$ cat src/rtl/double_ended_queue_assert.svh
// Assertion macros for the double-ended queue.
`ifndef DOUBLE_ENDED_QUEUE_ASSERT_SVH
`define DOUBLE_ENDED_QUEUE_ASSERT_SVH

// Check that cons holds in the same cycle as ante.
`define DEQ_ASSERT_NOW(label, ante, cons) \
  label: assert property (@(posedge clk_i) disable iff (!rst_ni) (ante) |-> (cons)) \
    else $error("deque assertion failed");

// Check that cons holds in the cycle after ante.
`define DEQ_ASSERT_NEXT(label, ante, cons) \
  label: assert property (@(posedge clk_i) disable iff (!rst_ni) (ante) |=> (cons)) \
    else $error("deque assertion failed");

`endif

$ cat src/rtl/deq_pkg.sv
// Package with types, codes and defaults for the double-ended queue.
`timescale 1ns / 1ps

package deq_pkg;

  localparam int unsigned DEQ_DEPTH = 16;
  localparam int unsigned DATA_W    = 32;

  // Command codes
  localparam logic [2:0] CMD_PUSH_FRONT = 3'd0;
  localparam logic [2:0] CMD_PUSH_BACK  = 3'd1;
  localparam logic [2:0] CMD_POP_FRONT  = 3'd2;
  localparam logic [2:0] CMD_POP_BACK   = 3'd3;
  localparam logic [2:0] CMD_ERASE      = 3'd4;
  localparam logic [2:0] CMD_CLEAR      = 3'd5;
  localparam logic [2:0] CMD_QUERY      = 3'd6;

  // Status codes
  localparam logic [1:0] ST_DONE  = 2'd0;
  localparam logic [1:0] ST_FULL  = 2'd1;
  localparam logic [1:0] ST_EMPTY = 2'd2;
  localparam logic [1:0] ST_RANGE = 2'd3;

  typedef enum logic [2:0] {
    S_IDLE,
    S_EXEC,
    S_SHIFT_RD,
    S_SHIFT_WR,
    S_LOOK,
    S_DATA
  } deq_state_e;

endpackage

$ cat src/rtl/deq_ram.sv
// Element store: one write port, two registered read ports.
`timescale 1ns / 1ps

module deq_ram
  import deq_pkg::*;
#(
  parameter int unsigned DEPTH = DEQ_DEPTH,
  parameter int unsigned AW    = $clog2(DEPTH)
) (
  input  logic                     clk_i,
  input  logic                     we_i,
  input  logic [AW-1:0]            waddr_i,
  input  logic signed [DATA_W-1:0] wdata_i,
  input  logic                     re_a_i,
  input  logic [AW-1:0]            raddr_a_i,
  output logic signed [DATA_W-1:0] rdata_a_o,
  input  logic                     re_b_i,
  input  logic [AW-1:0]            raddr_b_i,
  output logic signed [DATA_W-1:0] rdata_b_o
);

  logic signed [DATA_W-1:0] mem [DEPTH];

  // Write port
  always_ff @(posedge clk_i) begin
    if (we_i) begin
      mem[waddr_i] <= wdata_i;
    end
  end

  // Read ports, data held until the next read
  always_ff @(posedge clk_i) begin
    if (re_a_i) begin
      rdata_a_o <= mem[raddr_a_i];
    end
    if (re_b_i) begin
      rdata_b_o <= mem[raddr_b_i];
    end
  end

endmodule

$ cat src/rtl/double_ended_queue.sv
// Top level of the bounded double-ended queue of signed 32-bit values.
//
//  channel | direction | handshake              | payload
//  --------+-----------+------------------------+-------------------------------------
//  in      | request   | in_valid_i, in_stall_o | command_i, value_i, position_i
//  out     | result    | out_valid_o, out_stall_i | status_o, count_o, is_empty_o,
//          |           |                        | front_value_o, back_value_o
//
// An accepted request goes through S_EXEC, S_LOOK and S_DATA to the output register,
// and S_DATA waits while that register holds a stalled result. in_stall_o stays high
// until S_IDLE is reached again. Erase at a middle position p adds a read and write
// pair per entry behind p: the tail moves down one entry per read and write pair.
// Elements sit in a circular buffer; the head pointer and count live in registers.
// Reset clears state, head, count and output valid; the memory needs no clearing pass.
// The next request is taken while a result still waits in the output register.
`timescale 1ns / 1ps

module double_ended_queue
  import deq_pkg::*;
#(
  parameter int unsigned DEPTH = DEQ_DEPTH
) (
  input  logic                     clk_i,
  input  logic                     rst_ni,
  input  logic                     in_valid_i,
  output logic                     in_stall_o,
  input  logic [2:0]               command_i,
  input  logic signed [DATA_W-1:0] value_i,
  input  logic [3:0]               position_i,
  output logic                     out_valid_o,
  input  logic                     out_stall_i,
  output logic [1:0]               status_o,
  output logic [4:0]               count_o,
  output logic                     is_empty_o,
  output logic signed [DATA_W-1:0] front_value_o,
  output logic signed [DATA_W-1:0] back_value_o
);

  localparam int unsigned AW = $clog2(DEPTH);
  localparam int unsigned CW = $clog2(DEPTH + 1);
  localparam int unsigned XW = (CW > 5) ? CW : 5;

  deq_state_e state_q, state_d;

  logic [2:0]               cmd_q;
  logic signed [DATA_W-1:0] val_q;
  logic [3:0]               pos_q;
  logic [AW-1:0]            head_q, head_d;
  logic [CW-1:0]            held_q, held_d;
  logic [AW-1:0]            idx_q, idx_d;
  logic [1:0]               stat_q, stat_d;

  logic                     out_valid_q, out_valid_d;
  logic                     load_out;

  logic                     we;
  logic [AW-1:0]            waddr;
  logic signed [DATA_W-1:0] wdata;
  logic                     re_a, re_b;
  logic [AW-1:0]            raddr_a, raddr_b;
  logic signed [DATA_W-1:0] rdata_a, rdata_b;

  logic                     full, empty;
  logic [XW-1:0]            held_x, pos_x;
  logic [AW:0]              last_off;

  // Map a logical offset from the head onto a memory address
  function automatic logic [AW-1:0] phys(input logic [AW-1:0] head, input logic [AW:0] off);
    logic [AW:0] sum;
    sum = {1'b0, head} + off;
    if (sum >= (AW+1)'(DEPTH)) begin
      sum = sum - (AW+1)'(DEPTH);
    end
    return sum[AW-1:0];
  endfunction

  assign full     = (held_q == CW'(DEPTH));
  assign empty    = (held_q == '0);
  assign held_x   = XW'(held_q);
  assign pos_x    = XW'(pos_q);
  assign last_off = empty ? '0 : (AW+1)'(held_q) - (AW+1)'(1);

  assign in_stall_o = (state_q != S_IDLE);
  assign load_out   = (state_q == S_DATA) && (!out_valid_q || !out_stall_i);

  // Sequence each request: execute, shift, look up ends, deliver
  always_comb begin
    state_d     = state_q;
    head_d      = head_q;
    held_d      = held_q;
    idx_d       = idx_q;
    stat_d      = stat_q;
    we          = 1'b0;
    waddr       = head_q;
    wdata       = val_q;
    re_a        = 1'b0;
    re_b        = 1'b0;
    raddr_a     = head_q;
    raddr_b     = phys(head_q, last_off);
    out_valid_d = out_valid_q;

    if (out_valid_q && !out_stall_i) begin
      out_valid_d = 1'b0;
    end

    unique case (state_q)
      S_IDLE: begin
        if (in_valid_i) begin
          state_d = S_EXEC;
        end
      end

      S_EXEC: begin
        state_d = S_LOOK;
        stat_d  = ST_DONE;
        unique case (cmd_q)
          CMD_PUSH_FRONT: begin
            if (full) begin
              stat_d = ST_FULL;
            end else begin
              head_d = (head_q == '0) ? AW'(DEPTH - 1) : head_q - AW'(1);
              we     = 1'b1;
              waddr  = head_d;
              held_d = held_q + CW'(1);
            end
          end
          CMD_PUSH_BACK: begin
            if (full) begin
              stat_d = ST_FULL;
            end else begin
              we     = 1'b1;
              waddr  = phys(head_q, (AW+1)'(held_q));
              held_d = held_q + CW'(1);
            end
          end
          CMD_POP_FRONT: begin
            if (empty) begin
              stat_d = ST_EMPTY;
            end else begin
              head_d = phys(head_q, (AW+1)'(1));
              held_d = held_q - CW'(1);
            end
          end
          CMD_POP_BACK: begin
            if (empty) begin
              stat_d = ST_EMPTY;
            end else begin
              held_d = held_q - CW'(1);
            end
          end
          CMD_ERASE: begin
            if (pos_x >= held_x) begin
              stat_d = ST_RANGE;
            end else if (pos_q == '0) begin
              head_d = phys(head_q, (AW+1)'(1));
              held_d = held_q - CW'(1);
            end else if (pos_x + XW'(1) == held_x) begin
              held_d = held_q - CW'(1);
            end else begin
              idx_d   = AW'(pos_q);
              state_d = S_SHIFT_RD;
            end
          end
          CMD_CLEAR: begin
            held_d = '0;
          end
          default: begin
          end
        endcase
      end

      S_SHIFT_RD: begin
        re_a    = 1'b1;
        raddr_a = phys(head_q, (AW+1)'(idx_q) + (AW+1)'(1));
        state_d = S_SHIFT_WR;
      end

      S_SHIFT_WR: begin
        we    = 1'b1;
        waddr = phys(head_q, (AW+1)'(idx_q));
        wdata = rdata_a;
        idx_d = idx_q + AW'(1);
        if ((CW+1)'(idx_q) + (CW+1)'(2) < (CW+1)'(held_q)) begin
          state_d = S_SHIFT_RD;
        end else begin
          held_d  = held_q - CW'(1);
          state_d = S_LOOK;
        end
      end

      S_LOOK: begin
        re_a    = 1'b1;
        re_b    = 1'b1;
        state_d = S_DATA;
      end

      S_DATA: begin
        if (load_out) begin
          out_valid_d = 1'b1;
          state_d     = S_IDLE;
        end
      end

      default: begin
        state_d = S_IDLE;
      end
    endcase
  end

  // Control registers
  always_ff @(posedge clk_i or negedge rst_ni) begin
    if (!rst_ni) begin
      state_q     <= S_IDLE;
      head_q      <= '0;
      held_q      <= '0;
      out_valid_q <= 1'b0;
    end else begin
      state_q     <= state_d;
      head_q      <= head_d;
      held_q      <= held_d;
      out_valid_q <= out_valid_d;
    end
  end

  // Capture the request and working values
  always_ff @(posedge clk_i) begin
    if (in_valid_i && !in_stall_o) begin
      cmd_q <= command_i;
      val_q <= value_i;
      pos_q <= position_i;
    end
    idx_q  <= idx_d;
    stat_q <= stat_d;
  end

  // Result register
  always_ff @(posedge clk_i) begin
    if (load_out) begin
      status_o      <= stat_q;
      count_o       <= held_x[4:0];
      is_empty_o    <= empty;
      front_value_o <= empty ? '0 : rdata_a;
      back_value_o  <= empty ? '0 : rdata_b;
    end
  end

  assign out_valid_o = out_valid_q;

  deq_ram #(
    .DEPTH (DEPTH),
    .AW    (AW)
  ) u_ram (
    .clk_i     (clk_i),
    .we_i      (we),
    .waddr_i   (waddr),
    .wdata_i   (wdata),
    .re_a_i    (re_a),
    .raddr_a_i (raddr_a),
    .rdata_a_o (rdata_a),
    .re_b_i    (re_b),
    .raddr_b_i (raddr_b),
    .rdata_b_o (rdata_b)
  );

`include "double_ended_queue_assert.svh"

  `DEQ_ASSERT_NOW(a_held_bound, 1'b1, held_q <= CW'(DEPTH))
  `DEQ_ASSERT_NOW(a_head_bound, 1'b1, {1'b0, head_q} < (AW+1)'(DEPTH))
  `DEQ_ASSERT_NEXT(a_load_empty, load_out && empty, is_empty_o && front_value_o == '0 && back_value_o == '0)

endmodule
$ cat config.mk
export PLATFORM = sky130hd
export DESIGN_NAME = double_ended_queue
export DESIGN_NICKNAME = d
export VERILOG_FILES = /design/src/rtl/deq_pkg.sv /design/src/rtl/deq_ram.sv /design/src/rtl/double_ended_queue.sv
export VERILOG_INCLUDE_DIRS = /design/src /design/src/rtl
export SDC_FILE = /design/constraint.sdc
export NUM_CORES = 1
export LEC_CHECK = 0
export BUFFER_PORTS_ARGS = -buffer_cell sky130_fd_sc_hd__buf_2
export CORE_MARGIN = 2
export CORE_UTILIZATION = 50
export CTS_CLUSTER_SIZE = 12
export DETAILED_ROUTE_END_ITERATION = 7
export PLACE_DENSITY = 0.67
export SLEW_MARGIN = 20
export SYNTH_ARGS = -nofsm -noshare
export SYNTH_HDL_FRONTEND = slang
export SYNTH_HIERARCHICAL = 1
export SYNTH_SLANG_ARGS = --single-unit
$ cat constraint.sdc
create_clock -name clk_i -period 5.4 [get_ports clk_i]
set_clock_uncertainty 0.15 [all_clocks]
set_input_delay 0.54 -clock clk_i [delete_from_list [all_inputs] [get_ports clk_i]]
set_output_delay 0.54 -clock clk_i [all_outputs]
set_load 0.01 [all_outputs]
* After elaboration in Yosys (flattened, before gate mapping) *
Memories as Yosys holds them, arrays and structs flattened. A register that Yosys moved wholly into a read port is not among the register bits.
Index checks and enable logic that the tools add are counted.

word-level totals
  register bits after elaboration = 130
  bits in writable memories = 512
  input port bits = 43
  output and inout bits = 74
  logic and storage cells = 140
  memories kept = 1

cells by class
  $add $sub $neg = 17
  magnitude comparators = 7
  equal/unequal tests = 27
  muxes and demuxes = 52
  reduce and logical (&&, ||, !) cells = 22

memory list
  name       depth  width  read ports  clocked after Yosys merged registers in  wr ports  RTL line       source
  u_ram.mem  16     32     2           2                                        1         deq_ram.sv:22  logic signed [DATA_W-1:0] mem [DEPTH];

operator list
  kind                   count
  $mux W4                16
  $mux W5                7
  $mux W32               1
  $ge A5 B5 Y1 const B   5
  $pmux W4 S2            3
  $sub A4 B1 Y4 const B  6
  $mux W3                7
  $ne A2 B2 Y1 const B   10
  $pmux W5 S4            1
  $pmux W3 S6            1
  $add A4 B1 Y5 const B  3
  $add A4 B5 Y5          3
  $eq A3 B2 Y1 const B   4
  $eq A3 B3 Y1 const B   4
  $pmux W4 S3            1
  $mux W1                10
  $pmux W5 S2            1
  $reduce_and A5 Y1      2
  $ne A3 B3 Y1 const B   3
  $logic_not A4 Y1       2
  $reduce_and A7 Y1      1
  $eq A3 B1 Y1 const B   2
  $logic_not A3 Y1       2
  $pmux W2 S3            1
  other kinds (21)       29

* Depth between registers and ports, before layout *
  depth in word-level cells = 7
  mapped depth = 16
  mapped depth without buffers = 13

* Hierarchy *
Netlist, hierarchy kept.

modules (own cells, without submodules)
  module              times used  cells an instance  area an instance (µm²)  seq. area each (µm²)
  deq_ram             1           1,141              24,843.8                17,296.6
  double_ended_queue  1           511                6,552.5                 3,838.7

* Least setup slack after synthesis *
OpenSTA, ideal clock, no wires.

  path type = reg2reg
  start point = register held_q[1]
  end point = memory u_ram.mem[0][0] (enable)
  setup time = 461 ps
  arrival = 4,636 ps
  required time = 4,789 ps
  setup slack = 153 ps
  cell stages (with the launch flop) = 11
  path buffers = 0
  clock period less this slack = 5,247 ps
  path through = dfrtp_1 -> inv_1 -> ha_1 -> and4bb_1 -> o41ai_1 -> o41ai_1 -> o32ai_1 -> mux2i_1 -> o221a_2 -> or3b_2 -> nor3_1

on the way
  longest elaborated chain between the ends = 6
  elaborated cells on any way between the ends = 14
  those cells by class = add/sub: 2; order compare: 1; eq/ne: 1; mux: 10

ends and longest elaborated chain
  what                                                  RTL line                                            source
  from (decl)                                           double_ended_queue.sv:49                            logic [CW-1:0] held_q, held_d;
  from (signal assigned)                                double_ended_queue.sv:220                           held_q <= held_d;
  $add A4 B5 Y5                                         double_ended_queue.sv:70                            sum = {1'b0, head} + off;
  $sub A4 B1 Y4 / $ge A5 B5 Y1 (equally long branches)  double_ended_queue.sv:72, double_ended_queue.sv:71
  $mux W4                                               double_ended_queue.sv:71                            if (sum >= (AW+1)'(DEPTH)) begin
  $mux W4                                               double_ended_queue.sv:128                           if (full) begin
  $pmux W4 S2 *                                         double_ended_queue.sv:116                           unique case (cmd_q)
  $pmux W4 S2 *                                         double_ended_queue.sv:106                           unique case (state_q)
  named net waddr[3]                                    double_ended_queue.sv:57                            logic [AW-1:0] waddr;
  to (decl)                                             deq_ram.sv:22

Mark *: on every way through the listed nets, which the timed path passes. The rest lies on a longest branch.

* Worst setup path in the final report *
  start point = register held_q[1]
  end point = memory u_ram.mem[15][21] (enable)

Same word-level chain as after synthesis.

==> impl.org <==
** STA
- Fin Hold WS :: 39.59 ps
- RSZ-0062 raised after global routing :: false
- Transition time at the pin with the least slew margin :: 1073 ps
- Fin. Hold Viols :: 0
- Minimum clock period after layout :: 4649 ps
- Of the available clock period, the critical path in the final layout requires 0.8610.
- Worst path setup slack after routing :: 750.6 ps
- Sum Neg Setup Slack :: 0 ps
- Setup violations remaining at the end of the flow were counted as 0.
- Top achievable clock speed :: 215.1 MHz
- Normalized max-slew margin :: 0.2769
- Final-report max-slew violation count :: 0

** Synthesis
- Most frequently used cell type in the post-synthesis netlist :: sky130_fd_sc_hd__edfxtp_1
- In the synthesized netlist the async set-or-reset flop fraction comes to 0.01841.
- Yosys attributes the largest share of cell area to sky130_fd_sc_hd__edfxtp_1, sky130_fd_sc_hd__mux4_2, sky130_fd_sc_hd__a22oi_1, sky130_fd_sc_hd__nor2b_1, sky130_fd_sc_hd__mux2_2.
- Ys flop type :: sky130_fd_sc_hd__edfxtp_1
- Number of synthesis warnings :: 6
- Largest area contributor in the netlist :: sky130_fd_sc_hd__edfxtp_1
- Synthesis instantiated 65 different standard cells from the library.
- Top post-synthesis cells by count :: sky130_fd_sc_hd__edfxtp_1, sky130_fd_sc_hd__mux4_2, sky130_fd_sc_hd__a22oi_1, sky130_fd_sc_hd__nand2_1, sky130_fd_sc_hd__nor2b_1
- Post-synth EDFFs :: 693
- The cell count after synthesis came out at 1652.
- Syn_area_per_cell :: 19.01 sq um
- Seq cells post-synth :: 706
- Share of Yosys cell area claimed by the top area cell type :: 0.6628
- Syn Std Cell Area :: 31400 sq um
- Counting every net in the synthesized netlist gives 1726.
- For this run, the register share of the synthesized area comes to 0.6732.

** Routing
- Routed via count :: 17190
- Wire length per cell after detailed routing :: 28.15 um
- The final layout contains routed wiring with a total length of 76.23 mm.
- Using the TritonRoute via totals, the vias-per-cell ratio works out to 6.347.
- Final routed DRC violation total :: 0
- After the first detailed-routing iteration, the DRC count stood at 2020.
- The first detailed-routing pass took 5 iterations.
- The detail route stage leaves a number of antenna-violating nets equal to 0.

** Worst setup path
- In this design, the largest share of critical-path delay is due to simple AND/OR/NAND/NOR gates.
- Of all nets on the critical path, the largest fanout is 20.
- The largest individual stage delay along the critical path comes from the cell sky130_fd_sc_hd__o21ai_0.
- Critical setup path kind :: flop to flop
- The worst setup path is captured at a flop.
- Startpoint Class :: flop
- Together, buffers and inverters on the worst path number 2.
- At the worst endpoint, the required time is 5560 ps.
- On the worst path, the slowest cell contributes a delay of 860 ps.
- FF-to-FF setup slack :: 750 ps
- Signal arrival time at the worst endpoint :: 4810 ps
- Walking the worst path, the cells encountered are inv_1 -> ha_1 -> and4bb_1 -> nor3_1 -> a31oi_1 -> o21ai_0 -> nand2_1 -> nor2_4 -> buf_12.

** Die
- Count of boundary I/O pins :: 117
- Row count :: 91
- For this configuration, the core starts out at a cell density of 0.5069.
- In this run the standard cell core region covers 61940 sq um.
- The floorplan step set the die width to 254.6 um.
- Die height :: 254.6 um
- The die covers 64810 sq um.

** CTS
- The number of gates resized after CTS was 0.
- Number of levels the H-tree was split into :: 3
- Post-CTS Repair Setup Buffers :: 0
- Maximum clock path buffer count :: 3
- The tree is rooted in a sky130_fd_sc_hd__clkbuf_16.
- CTS tree :: done
- Counting the buffers created by CTS gives 75.
- For the worst-skew pair, the clock arrives at the later sink with an insertion delay of 620 ps.
- Clock-pin slew was measured on the worst setup and hold paths at 60 ps.
- # clock sinks :: 706

** GRT
- Entering global routing, the biggest net connects 73 pins.
- The via count of the first global-routing pass came to 17800.
- Global route overflow :: 0
- Aggregate global-route resource usage :: 0.2415
- Global-route wire length before repair :: 113.1 mm
- Number of antenna violations at the first check in global routing :: 1

** Final layout
- Layout cells sized above 1 :: 0.3191
- The net count of the finished layout is 1899.
- Relative to the synthesized area, the layout overhead comes to 14.57%.
- 0 antenna diodes ended up in the layout.
- Measured on the finished design, the core utilization comes to 0.5807.

** Power
- For this design the ratio of total power to cell area is 719.4 nW/um^2.
- For this design the static power due to leakage is 11.82 nW.
- The worst-case IR drop observed on VDD is 1.003 mV.
- Total chip power :: 25.88 mW

** Place
- Detailed placement finished with a half-perimeter wire length of 43.67 mm.
- At the end of routability-driven placement, the weighted congestion stood at 0.8409.
- Pre-CTS worst setup slack :: 822.7 ps
- The count of buffers added on input and output ports is 116.

** Outcome
- The run finished with clean final reports.

** Run
- Max-cap violations in this run came to 0.

** Min path
- In this run the worst hold path is classified as primary input to flop.
==> state kept, by name, summed over array words and instances (netlist names), 3 cells and up <==
name             cells
back_value_o        32
cmd_q                3
count_o              5
front_value_o       32
head_q               4
held_q               5
idx_q                4
pos_q                4
state_q              3
u_ram/mem          512
u_ram/rdata_a_o     32
u_ram/rdata_b_o     32
val_q               32
==> layer usage <==
metal	global-route usage	part of all wire
met5	0	0
met4	0.08020	0.028
met3	0.04052	0.085
met2	0.3991	0.50
met1	0.3303	0.39
==> final timing paths <==
kind,from,endpoint,cells past startpoint
worst max-delay path,held_q[1],u_ram/mem[15][21],9
worst max register to register,held_q[1],u_ram/mem[15][21],9
max in group asynchronous,rst_ni,head_q[2],2
min in group asynchronous,rst_ni,held_q[3],2
worst min register to register,stat_q[0],status_o[0],0
worst min-delay path,out_stall_i,out_valid_o,3
==> metrics by stage <==
| step | area [sq um] | cells |
|---|---|---|
| 2_1_floorplan | 31400 | 1652 |
| 3_3_place_gp | 33270 | 2545 |
| 3_5_place_dp | 33270 | 2545 |
| 4_1_cts | 35970 | 2708 |
| 5_1_grt | 35970 | 2708 |
| 6_report | 35970 | 2708 |
==> worst min-delay path: stages <==
cell                      delay (ps)
sky130_fd_sc_hd__buf_2           110
sky130_fd_sc_hd__nand2_1          50
sky130_fd_sc_hd__o21ai_0          70
==> area by class of cell <==
cell class / count / area, sq um
flip-flops and latches: 706 / 21140
well taps: 837 / 1047
inverters: 20 / 77.57
repair buffers: 209 / 1579
clock buffers: 93 / 1997
clock inverters: 30 / 300.3
fillers: 4611 / 25970
multi-input cells: 813 / 9834
==> placed cells by master (no fill, tap or decap), types with 7 or more instances in the layout <==
cell type                       Yosys  final
sky130_fd_sc_hd__a21o_1             8      8
sky130_fd_sc_hd__nand3_1            7      7
sky130_fd_sc_hd__a21oi_1           19     18
sky130_fd_sc_hd__buf_12             0     16
sky130_fd_sc_hd__dlygate4sd3_1      0     40
sky130_fd_sc_hd__edfxtp_1         693    693
sky130_fd_sc_hd__ha_1              27     26
sky130_fd_sc_hd__clkinv_1           0     13
sky130_fd_sc_hd__inv_1             20     19
sky130_fd_sc_hd__a22oi_1          129    129
sky130_fd_sc_hd__xnor2_1           14     14
sky130_fd_sc_hd__nand2_1           90     90
sky130_fd_sc_hd__clkbuf_16          0     77
sky130_fd_sc_hd__nor3_1            14     10
sky130_fd_sc_hd__clkbuf_1          51     15
sky130_fd_sc_hd__dfrtp_1           13     13
sky130_fd_sc_hd__mux4_2           256    256
sky130_fd_sc_hd__nor2b_1           70     65
sky130_fd_sc_hd__nor2_1            41     26
sky130_fd_sc_hd__mux2_2            32     32
sky130_fd_sc_hd__nor2_4             0     15
sky130_fd_sc_hd__buf_2             13    116
sky130_fd_sc_hd__o21ai_0           17     16
sky130_fd_sc_hd__buf_4             23     37
sky130_fd_sc_hd__clkinv_2           0      8
==> kinds of logic after synthesis <==
family | count (synthesis) | synth area share
fa+ha+maj | 31 | 0.01331
mux | 293 | 0.1969
simple gates | 260 | 0.04244
compound gates | 209 | 0.04846
buf+inv | 133 | 0.02016
xor+xnor | 20 | 0.005579
flops | 706 | 0.6732
==> power by group <==
group          total [mW]  internal (mW)  switching (mW)
combinational        13.0           5.63            7.37
sequential           7.96           7.55           0.411
clock                4.92           2.85            2.07
==> what timing repair did <==
item                                    4_1_cts  5_1_grt
hold buffers                                 40        0
endpoints found under the hold margin        52        0
endpoints found under the setup margin        0        0
Note: power is estimated with default switching activity, not from simulation.
